### src/rtl/nhd_pkg.sv
`timescale 1ns / 1ps
// nhd_pkg: types, codes and constants of the NRZI HDLC deframer.
// No dependencies; imported by every module of the block except nhd_fifo.
package nhd_pkg;

   localparam int CountW    = 11;
   localparam int ByteW     = 8;
   localparam int FrameCntW = 16;
   localparam int KindW     = 3;

   localparam int MaxFrameBytes = 1024;
   localparam int QueueDepth    = 4;

   localparam int CapClamp = (MaxFrameBytes > (2 ** CountW) - 1) ?
                             (2 ** CountW) - 1 : MaxFrameBytes;
   localparam logic [CountW-1:0] CapLimit = CountW'(CapClamp);

   localparam logic [CountW-1:0] MinFrameReset = 11'd17;
   localparam logic [CountW-1:0] MaxFrameReset = 11'd1024;

   localparam logic [ByteW-1:0] FlagPattern  = 8'h7E;
   localparam logic [ByteW-1:0] AbortMask    = 8'h7F;
   localparam logic [ByteW-1:0] StuffMask    = 8'h3F;
   localparam logic [ByteW-1:0] StuffPattern = 8'h3E;

   typedef enum logic [KindW-1:0] {
      KIND_DATA  = 3'd0,
      KIND_VALID = 3'd1,
      KIND_SHORT = 3'd2,
      KIND_ABORT = 3'd3,
      KIND_FULL  = 3'd4
   } kind_type;

   typedef enum logic [1:0] {
      BIT_DATA,
      BIT_FLAG,
      BIT_ABORT,
      BIT_STUFF
   } bit_class_type;

   typedef struct packed {
      bit_class_type cls;
      logic          value;
   } bit_item_type;

   typedef struct packed {
      kind_type              kind;
      logic [ByteW-1:0]      data_byte;
      logic [CountW-1:0]     byte_count;
      logic [FrameCntW-1:0]  frame_count;
   } result_type;

   typedef logic [0:0] csr_index_type;
   localparam csr_index_type CSR_MIN_FRAME = 1'b0;
   localparam csr_index_type CSR_MAX_FRAME = 1'b1;

   typedef struct packed {
      logic              write;
      csr_index_type     index;
      logic [CountW-1:0] data;
   } csr_write_type;

endpackage

### src/rtl/nhd_fifo.sv
`timescale 1ns / 1ps
// nhd_fifo: small register queue, first word fall-through.
// Generic; no package dependency.
module nhd_fifo #(
   parameter int WIDTH = 8,
   parameter int DEPTH = 4
) (
   input  logic             clock,
   input  logic             reset,
   input  logic             push,
   input  logic [WIDTH-1:0] wr_data,
   output logic             full,
   input  logic             pop,
   output logic [WIDTH-1:0] rd_data,
   output logic             empty
);

   localparam int PtrW = (DEPTH > 1) ? $clog2(DEPTH) : 1;
   localparam int CntW = $clog2(DEPTH + 1);

   logic [WIDTH-1:0] mem_ff [DEPTH];
   logic [PtrW-1:0]  wr_ptr_ff, wr_ptr_in;
   logic [PtrW-1:0]  rd_ptr_ff, rd_ptr_in;
   logic [CntW-1:0]  count_ff, count_in;
   logic             do_push, do_pop;

   assign full    = (count_ff == CntW'(DEPTH));
   assign empty   = (count_ff == '0);
   assign do_push = push && !full;
   assign do_pop  = pop && !empty;
   assign rd_data = mem_ff[rd_ptr_ff];

   always_comb begin
      wr_ptr_in = wr_ptr_ff;
      rd_ptr_in = rd_ptr_ff;
      count_in  = count_ff;
      if (do_push) begin
         wr_ptr_in = (wr_ptr_ff == PtrW'(DEPTH - 1)) ? '0 : wr_ptr_ff + 1'b1;
      end
      if (do_pop) begin
         rd_ptr_in = (rd_ptr_ff == PtrW'(DEPTH - 1)) ? '0 : rd_ptr_ff + 1'b1;
      end
      if (do_push && !do_pop) begin
         count_in = count_ff + 1'b1;
      end else if (do_pop && !do_push) begin
         count_in = count_ff - 1'b1;
      end
   end

   always_ff @(posedge clock) begin
      if (reset) begin
         wr_ptr_ff <= '0;
         rd_ptr_ff <= '0;
         count_ff  <= '0;
      end else begin
         wr_ptr_ff <= wr_ptr_in;
         rd_ptr_ff <= rd_ptr_in;
         count_ff  <= count_in;
      end
   end

   always_ff @(posedge clock) begin
      if (do_push) begin
         mem_ff[wr_ptr_ff] <= wr_data;
      end
   end

endmodule

### src/rtl/nhd_front.sv
`timescale 1ns / 1ps
// nhd_front: NRZI decode, bit history and per-bit classification.
// Depends on nhd_pkg.
module nhd_front (
   input  logic                  clock,
   input  logic                  reset,
   input  logic                  accept,
   input  logic                  tone,
   output nhd_pkg::bit_item_type item
);
   import nhd_pkg::*;

   logic             last_tone_ff, last_tone_in;
   logic [ByteW-1:0] history_ff, history_in;
   logic             bit_value;

   assign bit_value    = (tone == last_tone_ff);
   assign history_in   = {history_ff[ByteW-2:0], bit_value};
   assign last_tone_in = tone;

   always_comb begin
      item.value = bit_value;
      if (history_in == FlagPattern) begin
         item.cls = BIT_FLAG;
      end else if ((history_in & AbortMask) == AbortMask) begin
         item.cls = BIT_ABORT;
      end else if ((history_in & StuffMask) == StuffPattern) begin
         item.cls = BIT_STUFF;
      end else begin
         item.cls = BIT_DATA;
      end
   end

   always_ff @(posedge clock) begin
      if (reset) begin
         last_tone_ff <= 1'b0;
         history_ff   <= '0;
      end else if (accept) begin
         last_tone_ff <= last_tone_in;
         history_ff   <= history_in;
      end
   end

endmodule

### src/rtl/nhd_back.sv
`timescale 1ns / 1ps
// nhd_back: frame state, byte assembly, counters and configuration registers.
// Depends on nhd_pkg.
module nhd_back (
   input  logic                   clock,
   input  logic                   reset,
   input  nhd_pkg::csr_write_type csr,
   input  logic                   item_valid,
   input  nhd_pkg::bit_item_type  item,
   output logic                   item_take,
   input  logic                   result_full,
   output logic                   result_push,
   output nhd_pkg::result_type    result
);
   import nhd_pkg::*;

   logic [CountW-1:0]    min_ff, max_ff;
   logic                 in_frame_ff, in_frame_in;
   logic [ByteW-1:0]     acc_ff, acc_in, acc_next;
   logic [2:0]           bib_ff, bib_in;
   logic [CountW-1:0]    fb_ff, fb_in;
   logic [FrameCntW-1:0] gf_ff, gf_in;
   logic [CountW-1:0]    cap;
   logic                 emit;
   kind_type             kind;
   logic [ByteW-1:0]     data;

   assign item_take = item_valid && !result_full;
   assign cap       = (max_ff > CapLimit) ? CapLimit : max_ff;
   assign acc_next  = {item.value, acc_ff[ByteW-1:1]};

   always_comb begin
      in_frame_in = in_frame_ff;
      acc_in      = acc_ff;
      bib_in      = bib_ff;
      fb_in       = fb_ff;
      gf_in       = gf_ff;
      emit        = 1'b0;
      kind        = KIND_DATA;
      data        = '0;
      if (item_take) begin
         if (!in_frame_ff) begin
            if (item.cls == BIT_FLAG) begin
               in_frame_in = 1'b1;
               fb_in       = '0;
               bib_in      = '0;
            end
         end else begin
            case (item.cls)
               BIT_FLAG: begin
                  bib_in = '0;
                  emit   = 1'b1;
                  if (fb_ff >= min_ff) begin
                     gf_in       = gf_ff + 1'b1;
                     in_frame_in = 1'b0;
                     kind        = KIND_VALID;
                  end else begin
                     fb_in = '0;
                     kind  = KIND_SHORT;
                  end
               end
               BIT_ABORT: begin
                  in_frame_in = 1'b0;
                  emit        = 1'b1;
                  kind        = KIND_ABORT;
               end
               BIT_STUFF: begin
               end
               default: begin
                  acc_in = acc_next;
                  bib_in = bib_ff + 1'b1;
                  if (bib_ff == '1) begin
                     emit = 1'b1;
                     if (fb_ff < cap) begin
                        fb_in = fb_ff + 1'b1;
                        kind  = KIND_DATA;
                        data  = acc_next;
                     end else begin
                        in_frame_in = 1'b0;
                        kind        = KIND_FULL;
                     end
                  end
               end
            endcase
         end
      end
   end

   assign result_push        = item_take && emit;
   assign result.kind        = kind;
   assign result.data_byte   = data;
   assign result.byte_count  = fb_in;
   assign result.frame_count = gf_in;

   always_ff @(posedge clock) begin
      if (reset) begin
         min_ff      <= MinFrameReset;
         max_ff      <= MaxFrameReset;
         in_frame_ff <= 1'b0;
         acc_ff      <= '0;
         bib_ff      <= '0;
         fb_ff       <= '0;
         gf_ff       <= '0;
      end else begin
         if (csr.write && csr.index == CSR_MIN_FRAME) begin
            min_ff <= csr.data;
         end
         if (csr.write && csr.index == CSR_MAX_FRAME) begin
            max_ff <= csr.data;
         end
         in_frame_ff <= in_frame_in;
         acc_ff      <= acc_in;
         bib_ff      <= bib_in;
         fb_ff       <= fb_in;
         gf_ff       <= gf_in;
      end
   end

endmodule

### src/rtl/nrzi_hdlc_deframer_top.sv
`timescale 1ns / 1ps
// nrzi_hdlc_deframer_top: NRZI decoding, HDLC destuffing and deframing.
// Depends on nhd_pkg, nhd_front, nhd_back and nhd_fifo.
// Throughput: one tone per cycle while req_full is low, limited by the per-bit front update.
// Path: a taken request passes through the bit queue, then the result queue, before its
// result shows on the rsp_ ports; a full result queue or a low rsp_pop holds it back.
// Reset: synchronous; clears both queues and all frame state, loads register defaults.
module nrzi_hdlc_deframer_top #(
   parameter int QUEUE_DEPTH = nhd_pkg::QueueDepth
) (
   input  logic                          clock,
   input  logic                          reset,
   input  logic                          req_push,
   output logic                          req_full,
   input  logic                          req_tone,
   output logic                          rsp_empty,
   input  logic                          rsp_pop,
   output logic [nhd_pkg::KindW-1:0]     rsp_kind,
   output logic [nhd_pkg::ByteW-1:0]     rsp_data_byte,
   output logic [nhd_pkg::CountW-1:0]    rsp_byte_count,
   output logic [nhd_pkg::FrameCntW-1:0] rsp_frame_count,
   input  logic                          csr_write,
   input  nhd_pkg::csr_index_type        csr_index,
   input  logic [nhd_pkg::CountW-1:0]    csr_data
);
   import nhd_pkg::*;

   bit_item_type  front_item, back_item;
   logic          accept, q_empty, back_take;
   logic          res_full, res_push;
   result_type    res_in, res_out;
   csr_write_type csr;

   assign accept    = req_push && !req_full;
   assign csr.write = csr_write;
   assign csr.index = csr_index;
   assign csr.data  = csr_data;

   nhd_front u_front (
      .clock  (clock),
      .reset  (reset),
      .accept (accept),
      .tone   (req_tone),
      .item   (front_item)
   );

   nhd_fifo #(
      .WIDTH ($bits(bit_item_type)),
      .DEPTH (QUEUE_DEPTH)
   ) u_bit_queue (
      .clock   (clock),
      .reset   (reset),
      .push    (accept),
      .wr_data (front_item),
      .full    (req_full),
      .pop     (back_take),
      .rd_data (back_item),
      .empty   (q_empty)
   );

   nhd_back u_back (
      .clock       (clock),
      .reset       (reset),
      .csr         (csr),
      .item_valid  (!q_empty),
      .item        (back_item),
      .item_take   (back_take),
      .result_full (res_full),
      .result_push (res_push),
      .result      (res_in)
   );

   nhd_fifo #(
      .WIDTH ($bits(result_type)),
      .DEPTH (QUEUE_DEPTH)
   ) u_result_queue (
      .clock   (clock),
      .reset   (reset),
      .push    (res_push),
      .wr_data (res_in),
      .full    (res_full),
      .pop     (rsp_pop),
      .rd_data (res_out),
      .empty   (rsp_empty)
   );

   assign rsp_kind        = res_out.kind;
   assign rsp_data_byte   = res_out.data_byte;
   assign rsp_byte_count  = res_out.byte_count;
   assign rsp_frame_count = res_out.frame_count;

endmodule

### config.mk
export PLATFORM = sky130hd
export DESIGN_NAME = nrzi_hdlc_deframer_top
export DESIGN_NICKNAME = d
export VERILOG_FILES = /design/src/rtl/nhd_pkg.sv /design/src/rtl/nhd_fifo.sv /design/src/rtl/nhd_front.sv /design/src/rtl/nhd_back.sv /design/src/rtl/nrzi_hdlc_deframer_top.sv
export SDC_FILE = /design/constraint.sdc
export NUM_CORES = 1
export LEC_CHECK = 0
export ABC_CLOCK_PERIOD_IN_PS = 5940
export BUFFER_PORTS_ARGS = -buffer_cell sky130_fd_sc_hd__buf_2
export CORE_MARGIN = 5
export CORE_UTILIZATION = 30
export DETAILED_ROUTE_END_ITERATION = 10
export GPL_ROUTABILITY_DRIVEN = 0
export HOLD_SLACK_MARGIN = 0.02
export PLACE_DENSITY = 0.53
export SETUP_SLACK_MARGIN = 0.15
export SLEW_MARGIN = 20
export SYNTH_ARGS = -nofsm -noshare
export SYNTH_HDL_FRONTEND = slang
export SYNTH_HIERARCHICAL = 1
export SYNTH_SLANG_ARGS = --single-unit
export TNS_END_PERCENT = 100
### constraint.sdc
create_clock -name clock -period 5.94 [get_ports clock]
set_input_delay 0.594 -clock clock [delete_from_list [all_inputs] [get_ports clock]]
set_output_delay 0.594 -clock clock [all_outputs]
set_load 0.01 [all_outputs]
* Yosys cells after proc, flatten, opt, wreduce, memory -nomap -nowiden
Memories as Yosys holds them, arrays and structs flattened. A register that Yosys moved wholly into a read port is not among the register bits.
Index checks and enable logic that the tools add are counted.
** Cells by class
- Add/sub/neg operators :: 11
- Multiplexer cells :: 55
- Reductions and logical operators :: 31
- Order comparisons :: 3
- Bitwise logic cells :: 2
- Eq/ne operators :: 15
** Operator list (count)
- $mux 11 :: 7
- $mux 16 :: 4
- $mux 8 :: 5
- $mux 3 :: 10
- $mux 2 :: 12
- $pmux 11 s2 :: 1
- $add 16x1->16 const B :: 1
- $logic_and 1x1->1 :: 13
- $eq 2x2->1 const B :: 6
- $mux 1 :: 12
- $add 11x1->11 const B :: 1
- $ge 11x11->1 :: 1
- $gt 11x11->1 const B :: 1
- $lt 11x11->1 :: 1
- $add 3x1->3 const B :: 3
- $eq 3x3->1 const B :: 3
- $pmux 3 s3 :: 1
- $add 2x1->2 const B :: 4
- $eq 8x7->1 const B :: 1
- $logic_not 1->1 :: 8
- $eq 7x7->1 const B :: 1
- $eq 6x6->1 const B :: 1
- $logic_not 3->1 :: 2
- $pmux 3 s2 :: 1
- 11 further kinds :: 17
** Storage, ports and cells
- Output and inout bits :: 40
- Memories :: 2
- Input port bits :: 18
- Bits in writable memories :: 164
- Bits in registers :: 83
- Logic and storage cells :: 134
** Memories
- u_result_queue.mem_ff :: words 4, bits a word 38, read ports 1, clocked after memory_dff 1, write ports 1, line nhd_fifo.sv:21 : logic [WIDTH-1:0] mem_ff [DEPTH];
- u_bit_queue.mem_ff :: words 4, bits a word 3, read ports 1, clocked after memory_dff 1, write ports 1, line nhd_fifo.sv:21

* Depth between registers and ports, before layout
Gate-level depths: netlist of run 1.
- Depth in word-level cells :: 11
- Depth in mapped cells :: 15
- Depth with buffers taken out :: 13

* Cells and area by module
The synthesis of run 1 kept the hierarchy.
** Modules (own cells, without submodules)
- nhd_fifo (u_result_queue) :: cells an instance 248, times used 1, sequential area each 4744.6 µm², area an instance 5973.2 µm²
- nhd_back :: cells an instance 450, times used 1, sequential area each 1201.2 µm², area an instance 3499.6 µm²
- nhd_fifo (u_bit_queue) :: cells an instance 63, times used 1, sequential area each 540.5 µm², area an instance 917.1 µm²
- nhd_front :: cells an instance 34, times used 1, sequential area each 160.2 µm², area an instance 329.1 µm²
- nrzi_hdlc_deframer_top :: cells an instance 2, times used 1, sequential area each 0.0 µm², area an instance 17.5 µm²

* Worst setup path after synthesis of run 1
No wires, ideal clock.
- Path type :: flip-flop to flip-flop
- Start :: reg (tool-made name)
- End :: reg u_result_queue.count_ff[2]
- Buffers on the path :: 1
- Path slack :: 2.529 ns
- Stages on the path, launching flop included :: 15
- Arrival :: 3.341 ns
- Cells stage by stage :: dfxtp_1 -> mux4_2 -> inv_1 -> ha_1 -> clkbuf_1 -> mux2i_1 -> nor2_1 -> inv_1 -> nor2_2 -> ha_1 -> inv_1 -> fa_1 -> xor2_1 -> or3_2 -> a21oi_1
** RTL lines
- end signal, assigned :: line nhd_fifo.sv:58 : count_ff <= count_in;
- end, declared :: line nhd_fifo.sv:24 : logic [CntW-1:0] count_ff, count_in;

==> results of run 1 <==
critical path, delay by kind of cell (launching register included):
family / cells / cell delay [ps]
mux: 2 / 720
xor+xnor: 1 / 160
fa+ha+maj: 3 / 950
compound gates: 1 / 140
buf+inv: 3 / 350
simple gates: 3 / 890
flops: 1 / 420
power breakdown:
group	switching [mW]	internal, mW	total [mW]
sequential	0.0675	1.92	1.99
clock	0.654	0.907	1.56
combinational	0.477	0.397	0.874
total	1.20	3.23	4.43
registers in the layout, summed over array words and instances, names as in the netlist, 3 cells and up, named ones only:
| signal | cells |
|---|---|
| u_result_queue/mem_ff | 152 |
| u_back/gf_ff | 16 |
| u_bit_queue/mem_ff | 12 |
| u_back/fb_ff | 11 |
| u_back/max_ff | 11 |
| u_back/min_ff | 11 |
| u_back/acc_ff | 7 |
| u_front/history_ff | 7 |
| u_back/bib_ff | 3 |
| u_bit_queue/count_ff | 3 |
| u_result_queue/count_ff | 3 |
metal layers:
metal / share of wire / track usage / vias up
li1: - / - / 3028
met4: 0.020 / 0.0238 / 0
met3: 0.037 / 0.0177 / 33
met1: 0.48 / 0.151 / 3030
met5: 0 / 0 / -
met2: 0.47 / 0.178 / 113
cells by family after synthesis:
logic type | synth area share
buffers and inverters | 0.0297
xor gates and xnor gates | 0.0163
AOI/OAI and AO/OA | 0.0576
muxes | 0.103
and+or+nand+nor | 0.122
DFF | 0.619
adders and majority gates | 0.0527
cell type report:
cell class	count	area, um^2
Sequential cell	250	6650
Tap cell	461	577
Clock inverter	16	146
Multi-Input combinational cell	480	3780
Timing Repair Buffer	63	363
Inverter	31	121
Fill cell	3475	23200
Clock buffer	32	683
metrics by stage:
stage	hold slack, ps	utilization	instances
finish	299	0.347	1333
CTS	279	0.346	1331
detailed placement	447	0.322	1283
global route	297	0.347	1333
floorplan	432	-	797
global placement	446	0.322	1283
worst paths after layout:
kind,depth (start not counted),slack [ps],to,from
max reg2reg,13,2240,u_result_queue/count_ff[2]$_SDFFE_PP0P_,flop
max,13,2240,u_result_queue/count_ff[2]$_SDFFE_PP0P_,flop
min,2,300,u_back/min_ff[4]$_SDFFE_PP1P_,csr_data[4]
min reg2reg,2,450,u_back/min_ff[5]$_SDFFE_PP0P_,u_back/min_ff[5]$_SDFFE_PP0P_
Yosys cell counts (3+ instances only):
master    number  area [um^2]
a31o_2         6         52.6
edfxtp_1     164         4920
buf_6          6         67.6
and3_2         4         30.0
nor3_1        16         80.1
buf_2          7         35.0
nand2_1       98          368
nor2b_1       29          181
inv_1         29          109
nand4_1        3         18.8
o31ai_2        3         37.5
xor2_1        13          114
ha_1          42          526
and2_1        14         87.6
clkbuf_1      19         71.3
nor2_1        34          128
a21oi_1       45          225
xnor2_1        7         61.3
or3_1          7         43.8
o21ai_0       18         90.1
nand3_1       18         90.1
dfxtp_1       86         1720
mux4_2        41          923
mux2i_1       14          140
a31oi_1        5         31.3
nand2b_1       8         50.1
nor4_1         3         18.8
and3_1         7         43.8
==> flow_summary.json, run 1 <==
{
  "grt_overflow": 0,
  "drt-total-wl_um": 21400,
  "ios": 58,
  "die_h_um": 199,
  "ys.flop_type": "edfxtp_1",
  "drtPass1Iterations": 4,
  "synthDistinctLibCells": 67,
  "hp-class": "in2reg",
  "slew_violations": 0,
  "post-place-ws_ps": 2270,
  "ctsResizeCount": 0,
  "critPathMaxStageDelay_ps": 590,
  "syn_inst": 797,
  "io_buffers": 57,
  "ir_worst_vdd_v": 0.000230,
  "antenna_found_initial": 0,
  "post_dp_cell_area_um2": 11400,
  "cts.sinks": 250,
  "vias": 6204,
  "powerDensity_nw_per_um2": 359,
  "grt_start_max_net_pins": 87,
  "async_flop_share": 0,
  "die_area_um2": 39700,
  "startpoint_type": "flop",
  "netlist_area_um2": 10700,
  "viasPerCell": 4.65,
  "ys_warn_count": 6,
  "final-hold-violation-count": 0,
  "post_cts_buffers": 0,
  "synth_edf_count": 164,
  "cp_cell_sequence": "mux4_2, inv_1, ha_1, mux2i_1, nor2_1, inv_1, nor2_2, ha_1, inv_1, fa_1, xor2_1, or3_2, a21oi_1",
  "max_cap_viol_count": 0,
  "dp_hpwl_um": 13600,
  "clk_pin_slew_ps": 60,
  "fmax_ghz": 0.270,
  "wl_per_cell_um": 16.1,
  "cts_tree": "yes",
  "avgSynthCellArea_um2": 13.5,
  "crit_type": "reg2reg",
  "drc": 0,
  "ys_ff_latch": 250,
  "worst_clock_skew_ps": 22.5,
  "fin_setup_tns_ps": 0,
  "cellLeakagePower_nw": 4.25,
  "numCtsBuffers": 26,
  "final_common_cell": "edfxtp_1",
  "total_power_mw": 4.43,
  "grtUsageTotal": 0.108,
  "insertion_delay_ps": 530,
  "period_share": 0.623,
  "cp_common_cell": "inv_1",
  "areaGrowthSynthToFinish_pct": 14.7,
  "rsz0062_at_grt": "false",
  "cp_max_fo": 10,
  "num_rows": 69,
  "start_util": 0.303,
  "crit_path_end_kind": "flop",
  "grt_pass1_wl_um": 34800,
  "worst_slew_pin_slew_ps": 941,
  "required_ps": 6380,
  "fin_area_um2": 12300,
  "h-tree-depth": 1,
  "final_nets": 914,
  "drtIter0Drc": 267,
  "outcome": "finished, final reports clean",
  "antenna_left": 0,
  "setup_viol": 0,
  "cts_hold_buffers": 0,
  "coreArea_um2": 35500,
  "drive_gt1_frac": 0.195,
  "first_global_vias": 6373,
  "crit_slowest_cell": "mux4_2",
  "cts_root_buffer": "clkbuf_16",
  "fin_crit_ps": 3700,
  "final_cell_mix": "edfxtp_1, nand2_1, dfxtp_1",
  "arrival_ps": 4140,
  "n_antenna_cell": 0,
  "synth_nets": 859,
  "finalWorstSetupSlack_ps": 2240,
  "cts_max_path_buffers": 3,
  "slew_headroom": 0.372,
  "die_w_um": 199,
  "ys_seq_area_frac": 0.619
}
Note: power is estimated with default switching activity, not from simulation.
==> run 2, diff against run 1 <==
- ABC_AREA: not set -> 1
- ABC_CLOCK_PERIOD_IN_PS: 5940 -> 3900
- clock period: 5.94 -> 3.9 ns (I/O delays scaled with it)
==> run 2 against run 1 <==
Net effect:
- utilization is 0.086 points higher
- worst setup slack worse by 1700 ps
- synthesized area is 3.7% higher
- first-iteration DRC count is 58% higher
- largest power group unchanged
==> flow_summary.json, run 2 <==
{
  "fin_setup_tns_ps": 0,
  "critPathMaxStageDelay_ps": 430,
  "cts_tree": "yes",
  "synth_top_area_share": 0.442,
  "outcome": "finished, final reports clean",
  "synth_nets": 1170,
  "startpoint_type": "flop",
  "yosysMostFrequentCell": "nor2_1",
  "worst_slew_pin_slew_ps": 868,
  "fin_crit_ps": 3330,
  "cp_common_cell": "inv_1",
  "crit_slowest_cell": "dfxtp_1",
  "syn_inst": 1108,
  "start_util": 0.304,
  "grtUsageTotal": 0.122,
  "avgSynthCellArea_um2": 10.1,
  "h-tree-depth": 1,
  "utilization": 0.348,
  "num_rows": 70,
  "fin_area_um2": 12700,
  "largest_reg_flops": 152,
  "ys.flop_type": "edfxtp_1",
  "cts_hold_buffers": 0,
  "coreArea_um2": 36600,
  "ys_warn_count": 6,
  "powerDensity_nw_per_um2": 599,
  "hp-class": "in2reg",
  "max_cap_viol_count": 0,
  "required_ps": 4370,
  "synthDistinctLibCells": 47,
  "viasPerCell": 4.68,
  "synth.area.top_cells": "edfxtp_1, dfxtp_1, nor2_1",
  "insertion_delay_ps": 540,
  "setup_viol": 0,
  "async_flop_share": 0,
  "drtPass1Iterations": 5,
  "path_delay_family": "simple AND/OR/NAND/NOR gates",
  "drc": 0,
  "synth_edf_count": 164,
  "die_area_um2": 41100,
  "ios": 58,
  "die_w_um": 203,
  "final_nets": 1224,
  "clk_pin_slew_ps": 60,
  "synth_top_area_cell": "edfxtp_1",
  "grt_overflow": 0,
  "cp_max_fo": 7,
  "grt_pass1_wl_um": 40800,
  "final_cell_mix": "nor2_1, edfxtp_1, nand2_1",
  "final_common_cell": "nor2_1",
  "post_dp_cell_area_um2": 11900,
  "crit_path_end_kind": "flop",
  "die_h_um": 203,
  "cts_max_path_buffers": 3,
  "drt-total-wl_um": 25200,
  "vias": 7729,
  "first_global_vias": 7560,
  "slew_violations": 0,
  "worst_clock_skew_ps": 13.9,
  "antenna_left": 0,
  "fmax_ghz": 0.301,
  "antenna_found_initial": 0,
  "wl_per_cell_um": 15.2,
  "arrival_ps": 3790,
  "cellLeakagePower_nw": 4.97,
  "ys_ff_latch": 250,
  "slew_headroom": 0.419,
  "grt_start_max_net_pins": 77,
  "period_share": 0.853,
  "cp_cell_sequence": "inv_2, o21ai_0, o22ai_1, inv_1, ha_1, nand2_1, inv_1, a21oi_1, nor2_1, nand2_2, inv_1, ha_1, inv_1, fa_1, nand2_1, nand3_1, nand2_1, inv_1, nor2_1",
  "drive_gt1_frac": 0.129,
  "final-hold-violation-count": 0,
  "yosys-top-cells-count": "nor2_1, edfxtp_1, nand2_1, o21ai_0, inv_1",
  "cts.sinks": 250,
  "largest-register": "u_result_queue/mem_ff",
  "cts_root_buffer": "clkbuf_16",
  "top_regs": "u_result_queue/mem_ff (152), u_back/gf_ff (16), u_bit_queue/mem_ff (12)",
  "crit_buf_inv": 6,
  "rsz0062_at_grt": "false",
  "io_buffers": 57,
  "ir_worst_vdd_v": 0.000533,
  "dp_hpwl_um": 16500,
  "ys_seq_area_frac": 0.597,
  "areaGrowthSynthToFinish_pct": 14.4,
  "crit_type": "reg2reg",
  "drtIter0Drc": 421,
  "netlist_area_um2": 11100,
  "numCtsBuffers": 26
}
run 2: cell types whose count changed after synthesis, sizes merged, moves of 12 or more:
cell / previous run / this run
a21oi: 45 / 60
and2: 14 / 2
inv: 29 / 109
mux2i: 14 / 0
mux4: 41 / 0
nand2: 99 / 170
nand3: 18 / 32
nor2: 35 / 186
nor2b: 31 / 0
o21ai: 19 / 116
o22ai: 0 / 41
run 2: cell families (layout without fill, tap and decap cells):
kind of cell / count (synthesis) / count (layout) / share of synthesized area
AO/OA/AOI/OAI: 231 / 231 / 0.115
adder cells (fa/ha/maj): 44 / 44 / 0.0508
buffers and inverters: 149 / 223 / 0.0602
flip-flops: 250 / 250 / 0.597
XOR/XNOR: 13 / 13 / 0.0109
other: 0 / 1 / 0
AND/OR/NAND/NOR: 421 / 421 / 0.166
run 2: path summary, 6_finish.rpt:
check	end	startpoint	depth (start not counted)	slack [ps]
setup / recovery	u_result_queue/count_ff[2]$_SDFFE_PP0P_	flop	19	570
hold / removal	u_back/min_ff[4]$_SDFFE_PP1P_	csr_data[4]	3	100
setup reg to reg	u_result_queue/count_ff[2]$_SDFFE_PP0P_	flop	19	570
hold reg to reg	u_back/acc_ff[7]$_SDFFE_PP0P_	u_back/acc_ff[7]$_SDFFE_PP0P_	2	470
run 2: worst register-to-register path: cells and delay by family (launching register included):
family	cells	cell delay, ps
AOI/OAI and AO/OA	3	380
adders and majority gates	3	820
buffers and inverters	6	600
DFF	1	430
and+or+nand+nor	7	1040
run 2: through the flow:
stage          hold WS [ps]  setup slack [ps]  std cells  total power, mW
3_5_place_dp            457               531       1602             5.24
6_report                101               575       1651             7.63
2_1_floorplan           435               114       1108             4.56
5_1_grt                 102               243       1650             8.11
3_3_place_gp            453               669       1602             5.22
4_1_cts                71.8               503       1650             7.76
run 2: layout make-up:
| class | count | area [um^2] |
|---|---|---|
| Tap cell | 468 | 586 |
| Clock inverter | 10 | 133 |
| Inverter | 109 | 414 |
| Multi-Input combinational cell | 709 | 3850 |
| Clock buffer | 38 | 727 |
| Sequential cell | 250 | 6650 |
| Fill cell | 3743 | 23900 |
| Antenna cell | 1 | 2.50 |
| Timing Repair Buffer | 66 | 378 |
run 2: layer usage:
metal / routed length (um) / share of wire / global-route usage / vias up
li1: - / - / - / 3886
met1: 12300 / 0.49 / 0.172 / 3666
met2: 11200 / 0.45 / 0.197 / 141
met3: 1210 / 0.048 / 0.0209 / 36
met4: 454 / 0.018 / 0.0255 / 0
met5: 0 / 0 / 0 / -
run 2: repair_timing:
action                     CTS  global route
setup endpoints to repair    0             1
buffers inserted             0             0
gates resized for setup      0             1
run 2: power by group:
part | switching [mW] | internal [mW]
Clock | 0.997 | 1.49
Sequential | 0.0915 | 2.97
Combinational | 1.41 | 0.673
Total | 2.50 | 5.13
